[config.mk]
export PLATFORM = sky130hd
export DESIGN_NAME = sorted_table_insert_delete
export DESIGN_NICKNAME = d
export VERILOG_FILES = /design/src/hw/rtl/stid_pkg.sv /design/src/hw/rtl/stid_ram.sv /design/src/hw/rtl/stid_cmp.sv /design/src/hw/rtl/sorted_table_insert_delete.sv
export VERILOG_INCLUDE_DIRS = /design/src /design/src/hw/rtl
export SDC_FILE = /design/constraint.sdc
export NUM_CORES = 2
export LEC_CHECK = 0
export ABC_CLOCK_PERIOD_IN_PS = 5260
export BUFFER_PORTS_ARGS = -buffer_cell sky130_fd_sc_hd__buf_4
export CORE_ASPECT_RATIO = 0.7
export CORE_MARGIN = 2
export CORE_UTILIZATION = 39
export CTS_CLUSTER_DIAMETER = 100
export DETAILED_ROUTE_END_ITERATION = 10
export SLEW_MARGIN = 20
export SYNTH_ARGS = -nofsm -noshare
export SYNTH_HDL_FRONTEND = slang
export SYNTH_SLANG_ARGS = --single-unit
[constraint.sdc]
create_clock -name clk -period 5.26 [get_ports clk]
set_input_delay 1.052 -clock clk [delete_from_list [all_inputs] [get_ports clk]]
set_output_delay 1.052 -clock clk [all_outputs]
set_load 0.05 [all_outputs]
[src/hw/rtl/sorted_table_insert_delete_macros.svh]
// assertion macros for the sorted table block
// no dependencies; included by modules that carry concurrent checks
// each macro expects signals named clk and rst_n in the including module
`ifndef SORTED_TABLE_INSERT_DELETE_MACROS_SVH
`define SORTED_TABLE_INSERT_DELETE_MACROS_SVH

// same-cycle implication, checked out of reset
`define STID_ASSERT_NOW(label, ante, cons) \
  label: assert property (@(posedge clk) disable iff (!rst_n) (ante) |-> (cons)) \
    else $error("%m: same-cycle check failed");

// next-cycle implication, checked out of reset
`define STID_ASSERT_NEXT(label, ante, cons) \
  label: assert property (@(posedge clk) disable iff (!rst_n) (ante) |=> (cons)) \
    else $error("%m: next-cycle check failed");

`endif

[src/hw/rtl/stid_pkg.sv]
// shared types and codes for the sorted table block
// no dependencies; used by stid_cmp and sorted_table_insert_delete
`default_nettype none

package stid_pkg;

  // fixed field widths
  localparam int VAL_W  = 32;
  localparam int CMD_W  = 2;
  localparam int STAT_W = 2;
  localparam int CNT_W  = 7;

  // command codes
  localparam logic [CMD_W-1:0] CMD_LIST   = 2'd0;
  localparam logic [CMD_W-1:0] CMD_INSERT = 2'd1;
  localparam logic [CMD_W-1:0] CMD_DELETE = 2'd2;

  // status codes
  localparam logic [STAT_W-1:0] STAT_OK        = 2'd0;
  localparam logic [STAT_W-1:0] STAT_FULL      = 2'd1;
  localparam logic [STAT_W-1:0] STAT_EMPTY     = 2'd2;
  localparam logic [STAT_W-1:0] STAT_NOT_FOUND = 2'd3;

  // sequencer states
  typedef enum logic [2:0] {
    S_IDLE,
    S_LIST,
    S_INS,
    S_INS_LAST,
    S_DEL
  } state_t;

  // result of the shared compare unit
  typedef struct packed {
    logic gt;
    logic eq;
  } cmp_res_t;

endpackage

`default_nettype wire

[src/hw/rtl/stid_ram.sv]
// entry storage: one write port, one read port with registered read data
// no dependencies
`default_nettype none

module stid_ram #(
  parameter int DEPTH  = 64,
  parameter int ADDR_W = 6,
  parameter int DATA_W = 32
) (
  input  wire logic              clk,
  input  wire logic              wr_en,
  input  wire logic [ADDR_W-1:0] wr_addr,
  input  wire logic [DATA_W-1:0] wr_data,
  input  wire logic [ADDR_W-1:0] rd_addr,
  output logic      [DATA_W-1:0] rd_data_r
);

  logic [DATA_W-1:0] mem [DEPTH];

  // write port
  always_ff @(posedge clk) begin
    if (wr_en) begin
      mem[wr_addr] <= wr_data;
    end
  end

  // read port, data registered
  always_ff @(posedge clk) begin
    rd_data_r <= mem[rd_addr];
  end

endmodule

`default_nettype wire

[src/hw/rtl/stid_cmp.sv]
// shared signed compare unit used by the insert and delete walks
// depends on stid_pkg
`default_nettype none

module stid_cmp (
  input  wire logic signed [stid_pkg::VAL_W-1:0] entry,
  input  wire logic signed [stid_pkg::VAL_W-1:0] key,
  output stid_pkg::cmp_res_t                     res
);

  // one signed greater-than compare and one equality
  always_comb begin
    res.gt = (entry > key);
    res.eq = (entry == key);
  end

endmodule

`default_nettype wire

[src/hw/rtl/sorted_table_insert_delete.sv]
// Sorted table of signed 32-bit values, ascending, duplicates allowed.
// Command channel: a transaction is taken at a clock edge with start high
// and busy low; in_command selects list, insert or delete, in_value is the
// key. Code 3 is dropped with no result.
// Result channel: out_valid marks each result for exactly one cycle; the
// receiver cannot stall it. out_last flags the final result of a command,
// out_entry_count gives the table size after the command.
// Command handling:
//   full/empty rejects: result in the cycle after the command, busy stays low.
//   list: one result per cycle from the first entry up, busy while the
//     entries are read out.
//   insert: walks down from the top, moving each entry larger than the
//     key up one slot, then writes the key into the freed slot; busy throughout.
//   delete: walks the whole table, busy throughout.
// A single compare unit and a one-read, one-write entry memory mean that
// one entry moves per cycle.
// Reset empties the table; no memory clearing pass is needed.
// Depends on stid_pkg, stid_ram, stid_cmp and the assertion macros header.
`default_nettype none
`include "sorted_table_insert_delete_macros.svh"

module sorted_table_insert_delete #(
  parameter int CAPACITY = 64
) (
  input  wire logic                                   clk,
  input  wire logic                                   rst_n,
  input  wire logic                                   start,
  output logic                                        busy,
  input  wire logic        [stid_pkg::CMD_W-1:0]      in_command,
  input  wire logic signed [stid_pkg::VAL_W-1:0]      in_value,
  output logic                                        out_valid,
  output logic signed      [stid_pkg::VAL_W-1:0]      out_entry_value,
  output logic             [stid_pkg::STAT_W-1:0]     out_status,
  output logic                                        out_last,
  output logic             [stid_pkg::CNT_W-1:0]      out_entry_count
);

  localparam int AW = $clog2(CAPACITY);
  localparam int CW = $clog2(CAPACITY + 1);

  stid_pkg::state_t state_r, state_nxt;
  logic [CW-1:0] count_r, count_nxt;
  logic [CW-1:0] idx_r, idx_nxt;
  logic          found_r, found_nxt;
  logic signed [stid_pkg::VAL_W-1:0] key_r, key_nxt;

  logic                              out_valid_r, out_valid_nxt;
  logic signed [stid_pkg::VAL_W-1:0] out_value_r, out_value_nxt;
  logic [stid_pkg::STAT_W-1:0]       out_status_r, out_status_nxt;
  logic                              out_last_r, out_last_nxt;
  logic [stid_pkg::CNT_W-1:0]        out_count_r, out_count_nxt;

  logic                       wr_en;
  logic [AW-1:0]              wr_addr;
  logic [stid_pkg::VAL_W-1:0] wr_data;
  logic [AW-1:0]              rd_addr;
  logic [stid_pkg::VAL_W-1:0] rd_data;
  stid_pkg::cmp_res_t         cmp;

  // entry memory
  stid_ram #(
    .DEPTH  (CAPACITY),
    .ADDR_W (AW),
    .DATA_W (stid_pkg::VAL_W)
  ) u_ram (
    .clk       (clk),
    .wr_en     (wr_en),
    .wr_addr   (wr_addr),
    .wr_data   (wr_data),
    .rd_addr   (rd_addr),
    .rd_data_r (rd_data)
  );

  // shared compare of the fetched entry against the key
  stid_cmp u_cmp (
    .entry (rd_data),
    .key   (key_r),
    .res   (cmp)
  );

  // control registers
  always_ff @(posedge clk) begin
    if (!rst_n) begin
      state_r     <= stid_pkg::S_IDLE;
      count_r     <= '0;
      idx_r       <= '0;
      found_r     <= 1'b0;
      out_valid_r <= 1'b0;
    end else begin
      state_r     <= state_nxt;
      count_r     <= count_nxt;
      idx_r       <= idx_nxt;
      found_r     <= found_nxt;
      out_valid_r <= out_valid_nxt;
    end
  end

  // payload registers
  always_ff @(posedge clk) begin
    key_r        <= key_nxt;
    out_value_r  <= out_value_nxt;
    out_status_r <= out_status_nxt;
    out_last_r   <= out_last_nxt;
    out_count_r  <= out_count_nxt;
  end

  // sequencer: next state, memory control, results
  always_comb begin
    state_nxt      = state_r;
    count_nxt      = count_r;
    idx_nxt        = idx_r;
    found_nxt      = found_r;
    key_nxt        = key_r;
    out_valid_nxt  = 1'b0;
    out_value_nxt  = out_value_r;
    out_status_nxt = out_status_r;
    out_last_nxt   = out_last_r;
    wr_en          = 1'b0;
    wr_addr        = AW'(idx_r);
    wr_data        = rd_data;
    rd_addr        = '0;

    unique case (state_r)
      stid_pkg::S_IDLE: begin
        if (start) begin
          key_nxt = in_value;
          idx_nxt = '0;
          found_nxt = 1'b0;
          unique case (in_command)
            stid_pkg::CMD_LIST: begin
              if (count_r == '0) begin
                out_valid_nxt  = 1'b1;
                out_value_nxt  = '0;
                out_status_nxt = stid_pkg::STAT_EMPTY;
                out_last_nxt   = 1'b1;
              end else begin
                state_nxt = stid_pkg::S_LIST;
              end
            end
            stid_pkg::CMD_INSERT: begin
              if (count_r == CW'(CAPACITY)) begin
                out_valid_nxt  = 1'b1;
                out_value_nxt  = '0;
                out_status_nxt = stid_pkg::STAT_FULL;
                out_last_nxt   = 1'b1;
              end else if (count_r == '0) begin
                state_nxt = stid_pkg::S_INS_LAST;
              end else begin
                idx_nxt   = count_r;
                rd_addr   = AW'(count_r - CW'(1));
                state_nxt = stid_pkg::S_INS;
              end
            end
            stid_pkg::CMD_DELETE: begin
              if (count_r == '0) begin
                out_valid_nxt  = 1'b1;
                out_value_nxt  = '0;
                out_status_nxt = stid_pkg::STAT_EMPTY;
                out_last_nxt   = 1'b1;
              end else begin
                state_nxt = stid_pkg::S_DEL;
              end
            end
            default: begin
              state_nxt = stid_pkg::S_IDLE;
            end
          endcase
        end
      end

      // emit one entry per cycle, prefetch the next
      stid_pkg::S_LIST: begin
        rd_addr        = AW'(idx_r + CW'(1));
        idx_nxt        = idx_r + CW'(1);
        out_valid_nxt  = 1'b1;
        out_value_nxt  = rd_data;
        out_status_nxt = stid_pkg::STAT_OK;
        out_last_nxt   = (idx_r == count_r - CW'(1));
        if (idx_r == count_r - CW'(1)) begin
          state_nxt = stid_pkg::S_IDLE;
        end
      end

      // walk down from the top, moving larger entries up one slot
      stid_pkg::S_INS: begin
        wr_en   = 1'b1;
        wr_addr = AW'(idx_r);
        rd_addr = AW'(idx_r - CW'(2));
        if (cmp.gt) begin
          wr_data = rd_data;
          idx_nxt = idx_r - CW'(1);
          if (idx_r == CW'(1)) begin
            state_nxt = stid_pkg::S_INS_LAST;
          end
        end else begin
          wr_data        = key_r;
          count_nxt      = count_r + CW'(1);
          out_valid_nxt  = 1'b1;
          out_value_nxt  = '0;
          out_status_nxt = stid_pkg::STAT_OK;
          out_last_nxt   = 1'b1;
          state_nxt      = stid_pkg::S_IDLE;
        end
      end

      // key goes into the bottom slot
      stid_pkg::S_INS_LAST: begin
        wr_en          = 1'b1;
        wr_addr        = AW'(idx_r);
        wr_data        = key_r;
        count_nxt      = count_r + CW'(1);
        out_valid_nxt  = 1'b1;
        out_value_nxt  = '0;
        out_status_nxt = stid_pkg::STAT_OK;
        out_last_nxt   = 1'b1;
        state_nxt      = stid_pkg::S_IDLE;
      end

      // search for the first match, then pull later entries down one slot
      stid_pkg::S_DEL: begin
        rd_addr   = AW'(idx_r + CW'(1));
        wr_en     = found_r;
        wr_addr   = AW'(idx_r - CW'(1));
        wr_data   = rd_data;
        found_nxt = found_r | cmp.eq;
        idx_nxt   = idx_r + CW'(1);
        if (idx_r == count_r - CW'(1)) begin
          out_valid_nxt = 1'b1;
          out_value_nxt = '0;
          out_last_nxt  = 1'b1;
          state_nxt     = stid_pkg::S_IDLE;
          if (found_r | cmp.eq) begin
            count_nxt      = count_r - CW'(1);
            out_status_nxt = stid_pkg::STAT_OK;
          end else begin
            out_status_nxt = stid_pkg::STAT_NOT_FOUND;
          end
        end
      end

      default: begin
        state_nxt = stid_pkg::S_IDLE;
      end
    endcase

    out_count_nxt = stid_pkg::CNT_W'(count_nxt);
  end

  // port drive
  assign busy            = (state_r != stid_pkg::S_IDLE);
  assign out_valid       = out_valid_r;
  assign out_entry_value = out_value_r;
  assign out_status      = out_status_r;
  assign out_last        = out_last_r;
  assign out_entry_count = out_count_r;

  // checks
  `STID_ASSERT_NOW(a_count_in_range, 1'b1, count_r <= CW'(CAPACITY))
  `STID_ASSERT_NOW(a_write_only_busy, wr_en, busy)
  `STID_ASSERT_NOW(a_midlist_busy, out_valid && !out_last, busy)
  `STID_ASSERT_NEXT(a_full_reject,
      start && !busy && (in_command == stid_pkg::CMD_INSERT) && (count_r == CW'(CAPACITY)),
      out_valid && (out_status == stid_pkg::STAT_FULL) && $stable(count_r))

endmodule

`default_nettype wire
# Word level (Yosys, flattened, before mapping)
# Memories as Yosys holds them, arrays and structs flattened. A register that Yosys moved wholly into a read port is not among the register bits.
# Index checks and enable logic that the tools add are counted.
[op_classes]
addsub = 5
n_lt_le_gt_ge = 1
n_eq_ne = 22
n_mux = 62
n_bitwise = 1
n_reduce_logical = 18
[op_table]
columns = ["cell", "count"]
rows = [
  ["2-to-1 mux 32 bit", 6],
  ["one-hot mux 32 bit (5 select lines)", 1],
  ["one-hot mux 32 bit (2 select lines)", 2],
  ["2-to-1 mux 7 bit", 8],
  ["one-hot mux 7 bit (3 select lines)", 2],
  ["equality test 32 bit", 1],
  ["greater-than comparator 32 bit", 1],
  ["2-to-1 mux 6 bit", 5],
  ["2-to-1 mux 3 bit", 7],
  ["!= test 3 bit, second input constant", 6],
  ["one-hot mux 3 bit (3 select lines)", 2],
  ["one-hot mux 6 bit (3 select lines)", 1],
  ["adder 7 x 1 -> 7 bit, second input constant", 2],
  ["2-to-1 mux 1 bit", 14],
  ["AND reduction 7 bit", 2],
  ["subtractor 7 x 1 -> 7 bit, second input constant", 2],
  ["2-to-1 mux 2 bit", 6],
  ["!= test 2 bit, second input constant", 4],
  ["one-hot mux 1 bit (2 select lines)", 4],
  ["one-hot mux 2 bit (4 select lines)", 1],
  ["OR reduction 2 bit", 4],
  ["equality test 7 x 1 -> 1 bit, second input constant", 1],
  ["equality test 7 bit", 1],
  ["equality test 7 bit, second input constant", 1],
  ["22 further kinds", 25],
]
[totals]
reg_bits = 93
ramBits = 2048
output_inout_bits = 44
wordCells = 120
memories = 1
[mem_list]
columns = ["name", "words", "width", "read_ports", "rd_ports_with_merged_regs", "write_ports", "line_no", "text"]
rows = [
  ["u_ram.mem", 64, 32, 1, 1, 1, "stid_ram.sv:18", "logic [DATA_W-1:0] mem [DEPTH];"],
]

# Logic depth before layout (Yosys ltp)
[depth]
depth_word = 6
depth_mapped = 16
ltp_nobuf = 10

# By module
# From an unflattened synthesis, not the netlist that was laid out.
[unflattened]
hier_cells = 3865
hier_area_um2 = 84168.2
[by_module_without_submodules]
columns = ["mod", "instances", "cells_per_inst", "area_each_um2", "seq_area_each_um2"]
rows = [
  ["stid_ram", 1, 3328, 78530.3, 62139.6],
  ["sorted_table_insert_delete", 1, 423, 4793.3, 2532.4],
  ["stid_cmp", 1, 114, 844.6, 0.0],
]

# Least setup slack after synthesis
# OpenSTA, ideal clock, no wires.
[synth_timing]
path_type = "register to register"
start = "reg count_r[0]"
end = "reg out_value_r, in the netlist out_entry_value[0] (enable)"
setup_time_ns = 0.424
arrival_time_ns = 3.787
t_required_ns = 4.836
setup_slack_ns = 1.049
path_stages_with_launch = 11
n_path_buf = 1
synth_period_minus_slack_ns = 4.211
cell_sequence = "dfxtp_1 > clkbuf_1 > inv_1 > ha_1 > or3b_4 > or3_1 > a2111o_1 > or2_1 > nor2_1 > nor2_1 > nor2_1"
[synth_via]
elab_chain_len = 4
elab_cells_between_ends = 8
[synth_rtl]
columns = ["element", "line_no", "text"]
rows = [
  ["from (decl)", "sorted_table_insert_delete.sv:42", "logic [CW-1:0] count_r, count_nxt;"],
  ["from (signal assigned)", "sorted_table_insert_delete.sv:91", "count_r <= count_nxt;"],
  ["subtractor 7 x 1 -> 7 bit", "sorted_table_insert_delete.sv:227", "if (idx_r == count_r - CW'(1)) begin"],
  ["equality test 7 bit", "sorted_table_insert_delete.sv:227", ""],
  ["!= test 2 bit (no source line)", "--", ""],
  ["AND reduction 7 bit (no source line) (*)", "--", ""],
  ["to (signal assigned)", "sorted_table_insert_delete.sv:101", "out_value_r <= out_value_nxt;"],
  ["to (decl)", "sorted_table_insert_delete.sv:48", "logic signed [stid_pkg::VAL_W-1:0] out_value_r, out_value_nxt;"],
]
# Every way passes the cells marked *; elsewhere a longest branch is shown, timed or not.
# A chain may end at the register's enable or synchronous reset.

# Worst setup path in the final report
[layout_timing]
start = "reg count_r[1]"
end = "reg u_ram.rd_data_r[22] (read register of u_ram.mem)"
[layout_via]
elab_chain_len = 6
elab_cells_between_ends = 8
[layout_rtl]
columns = ["element", "line_no", "text"]
rows = [
  ["subtractor 7 x 1 -> 7 bit or logical NOT 7 bit (tied branches)", "--", ""],
  ["2-to-1 mux 6 bit", "sorted_table_insert_delete.sv:146", "end else if (count_r == '0) begin"],
  ["2-to-1 mux 6 bit (*)", "sorted_table_insert_delete.sv:141", "if (count_r == CW'(CAPACITY)) begin"],
  ["2-to-1 mux 6 bit (*)", "sorted_table_insert_delete.sv:129", "unique case (in_command)"],
  ["2-to-1 mux 6 bit (*)", "sorted_table_insert_delete.sv:125", "if (start) begin"],
  ["one-hot mux 6 bit (3 select lines) (*)", "sorted_table_insert_delete.sv:123", "unique case (state_r)"],
  ["to (decl)", "stid_ram.sv:15", "output logic [DATA_W-1:0] rd_data_r"],
]
# Marks and branches as above.

==> summary.txt <==
Hold path
  • Worst min path class: primary input to flip-flop
  • Min-delay src: in_value[3]

Critical path
  • Worst Reg-to-Reg Cells: 12
  • R2R Setup Slk: approximately 0.41 ns
  • Startpoint Class: flip-flop
  • CP cell instances: buf_4, inv_1, ha_1, nor3b_2, a2111o_1, and3_4, buf_12, buf_4, a31oi_1, a221oi_1, buf_4, nand4_1
  • FF-to-FF End: u_ram.rd_data_r[22]
  • Setup crit start: count_r[1]
  • Setup Crit Path Kind: flip-flop to flip-flop
  • CP Max Fanout: 47
  • Worst endpoint required time: around 6 ns
  • Setup crit end kind: flip-flop
  • CP arrival: 5.56 ns
  • Most frequent cell on the critical path: buf_4
  • Setup crit end: u_ram.rd_data_r[22]
  • Crit-path slowest cell: a221oi_1
  • CP max stage delay: 0.96 ns
  • R2R Path Start: count_r[1]

Floorplanning
  • Die Ht: between 400 and 500 um
  • Core outline area: 223000 um2
  • Initial core utilization: between 30 and 40%
  • Chip Width: 570 um
  • Die ar.: 228000 um2
  • # IOs: 81
  • Row cnt: 145

Routing
  • Final ANT Viol Nets: 0
  • Vias/cell: approximately 6.0
  • DRT iter0 DRCs: 8815
  • TritonRoute pass-1 iters: 6
  • Vias: between 50000 and 60000
  • Aggregate routed wire length: about 280 mm
  • Routed len/inst: 28.8 um
  • DRC: 0

Synthesis
  • Yosys synthesis warning count: 0
  • Area fraction of the dominant cell type after synthesis: 72.6%
  • Avg Inst Size Synth: 13.7 um2
  • Count of cell types in the netlist: a little over 80
  • Syn Nets: 6456
  • Post-synth EDFFs: 2115
  • Sequential-to-total area share from yosys stat: 73.9%
  • Synth area leader: edfxtp_1
  • Synth Flop Type: edfxtp_1
  • Synth async-reset ratio: 0%
  • Top cells by area, synth: edfxtp_1 (73%), nand2_1 (6.4%), a311oi_1 (3.1%)
  • Synth Cell Area: a little under 90000 um2
  • Syn Inst Count: 6379
  • #FFs+latches synth: 2173

Outcome
  • Status: finished, final reports clean

Cells and area
  • Final nets: 6608
  • Most frequent cells in the layout: edfxtp_1 (2115), nand2_1 (1489), and3_1 (415), buf_4 (372), a211oi_1 (311)
  • Area delta synth->final: 14.7%
  • Ratio of cells with drive above 1 in the final layout: 13.1%
  • Most common cell after layout, fill and taps aside: edfxtp_1

STA
  • TNS Setup: 0 ns
  • WHS: 0.380 ns
  • Min Tclk post-route: roughly 4.8 ns
  • Final setup vio count: 0
  • Unrepaired setup endpoints after global routing: no
  • Slew HR: 25.6%
  • Slew @ Worst Pin: 1.10 ns
  • Final Hold Vio Count: 0
  • Final period util: roughly 90%
  • Final Slew Violations: 0
  • Fmax: 206 MHz
  • Final Skew: 0.0452 ns

Clock network
  • Clock H-tree levels: 4
  • Clock Latency Late Sink: 0.86 ns
  • Max clock buf depth: 4
  • Clk root buf: clkbuf_16
  • Post-CTS setup buffer count: 0
  • Hold_buf cts: 0
  • Clock transition at the registers of the reported paths: 0.07 ns
  • Post-CTS sizing: 0
  • CTS buffer count: 200
  • CTS tree: yes
  • Clock Sinks: 2173

Global route
  • Vias in the first global route: 53400
  • Grt ovf: 0
  • Largest net degree at the start of global routing: roughly 120
  • GRT Total Usage: 23.7%
  • First-pass GRT wire length: 394 mm
  • Initial antenna violation count: 21

Place
  • GPL Wtd Cong: 0.889
  • Dpl hpwl: 164 mm
  • Port buffer count: 80

Pwr
  • Leak: between 30 and 40 nW
  • Power per cell area: 554 nW/um2
  • Maximum vdd drop: 0.000377 V

Run
  • Max cap viols: 0
-- cell families (layout without fill, tap and decap cells) --
group           Yosys count  after routing  synth area share [%]
xor+xnor                 17             17                 0.186
other cells               0             10                     0
compound gates         1166           1166                  9.88
mux                      49             49                 0.606
buf+inv                 531            841                  2.50
fa+ha+maj                40             40                 0.572
simple gates           2403           2403                  12.4
flops                  2173           2173                  73.9
-- state kept, by name (all words and copies together), names as in the netlist --
name and flops:
u_ram.mem 2048, found_r 1, out_entry_count 7, out_last 1, count_r 7, key_r 32, state_r 3, out_status 2
idx_r 7, u_ram.rd_data_r 32, out_entry_value 32, out_valid 1
-- Yosys cell counts (all sizes together) (4+ instances only) --
cell type and instances:
nand3b 4, a211oi 312, a32oi 31, or2 5, or4 15, xnor2 9, and3 416, nand2b 6
inv 45, mux2 32, o211ai 7, a2111o 4, a22oi 7, mux2i 17, nand2 1491, a221oi 22
a311o 36, nand4 33, and2 45, a311oi 306, edfxtp 2115, nor3 16, ha 40, xor2 7
or3 7, nand3 233, a21oi 66, o2111a 18, buf 183, o31ai 5, nor2 108, nor2b 7
a31oi 122, clkbuf 303, o21ai 181, o22ai 14, nor3b 8, dfxtp 58
-- layout make-up --
type                            instances  area (um2)
Antenna cell                           10        25.0
Clock buffer                          250        5400
Clock inverter                        110        1090
Fill cell                           19700      123000
Inverter                               45         169
Multi-Input combinational cell       3675       21300
Sequential cell                      2173       64700
Tap cell                             2940        3680
Timing Repair Buffer                  436        4040
-- stage by stage --
| stage | worst slack, ns | power [mW] | std cells | instance area (um2) | utilization (%) |
|---|---|---|---|---|---|
| 6_report | 0.413 | 55.6 | 9639 | 100000 | 45.0 |
| 5_1_grt | 0.269 | 57.6 | 9629 | 100000 | 45.0 |
| 4_1_cts | 0.455 | 55.4 | 9626 | 100000 | 45.0 |
| 3_5_place_dp | 0.366 | 40.9 | 9266 | 93800 | 42.0 |
| 3_3_place_gp | -0.142 | 40.6 | 9264 | 93800 | 42.0 |
| 2_1_floorplan | 1.05 | 32.3 | 6379 | 87500 | - |
-- where the power goes --
part	internal [mW]	leakage [nW]	total (mW)	switching [mW]
sequential	22.0	19.6	22.7	0.715
clock	8.29	3.20	14.7	6.41
combinational	5.01	10.7	18.2	13.2
-- worst min-delay path by stage --
stage | to | slack [ns] | cells after the start
global route | key_r[3] | 0.34 | 1
CTS | key_r[17] | 0.34 | 1
global placement | found_r | 0.55 | 2
finish | key_r[3] | 0.38 | 1
detailed placement | found_r | 0.57 | 2
floorplan | found_r | 0.47 | 2
-- worst max-delay path, delay by kind of cell, from the launching register on --
kind | cells | cell delay, ns
AOI/OAI and AO/OA | 3 | 1.46
DFF | 1 | 0.30
and+or+nand+nor | 3 | 1.22
buffers and inverters | 5 | 1.40
adders and majority gates | 1 | 0.24
-- routing by layer --
layer | vias up | part of all wire [%] | track usage (%)
met3 | 432 | 13 | 6.52
met5 | - | 0.016 | 0
met1 | 29700 | 43 | 36.1
li1 | 24800 | - | -
met4 | 6 | 2.5 | 5.89
met2 | 3408 | 42 | 33.1
(Power assumes the default switching activity.)
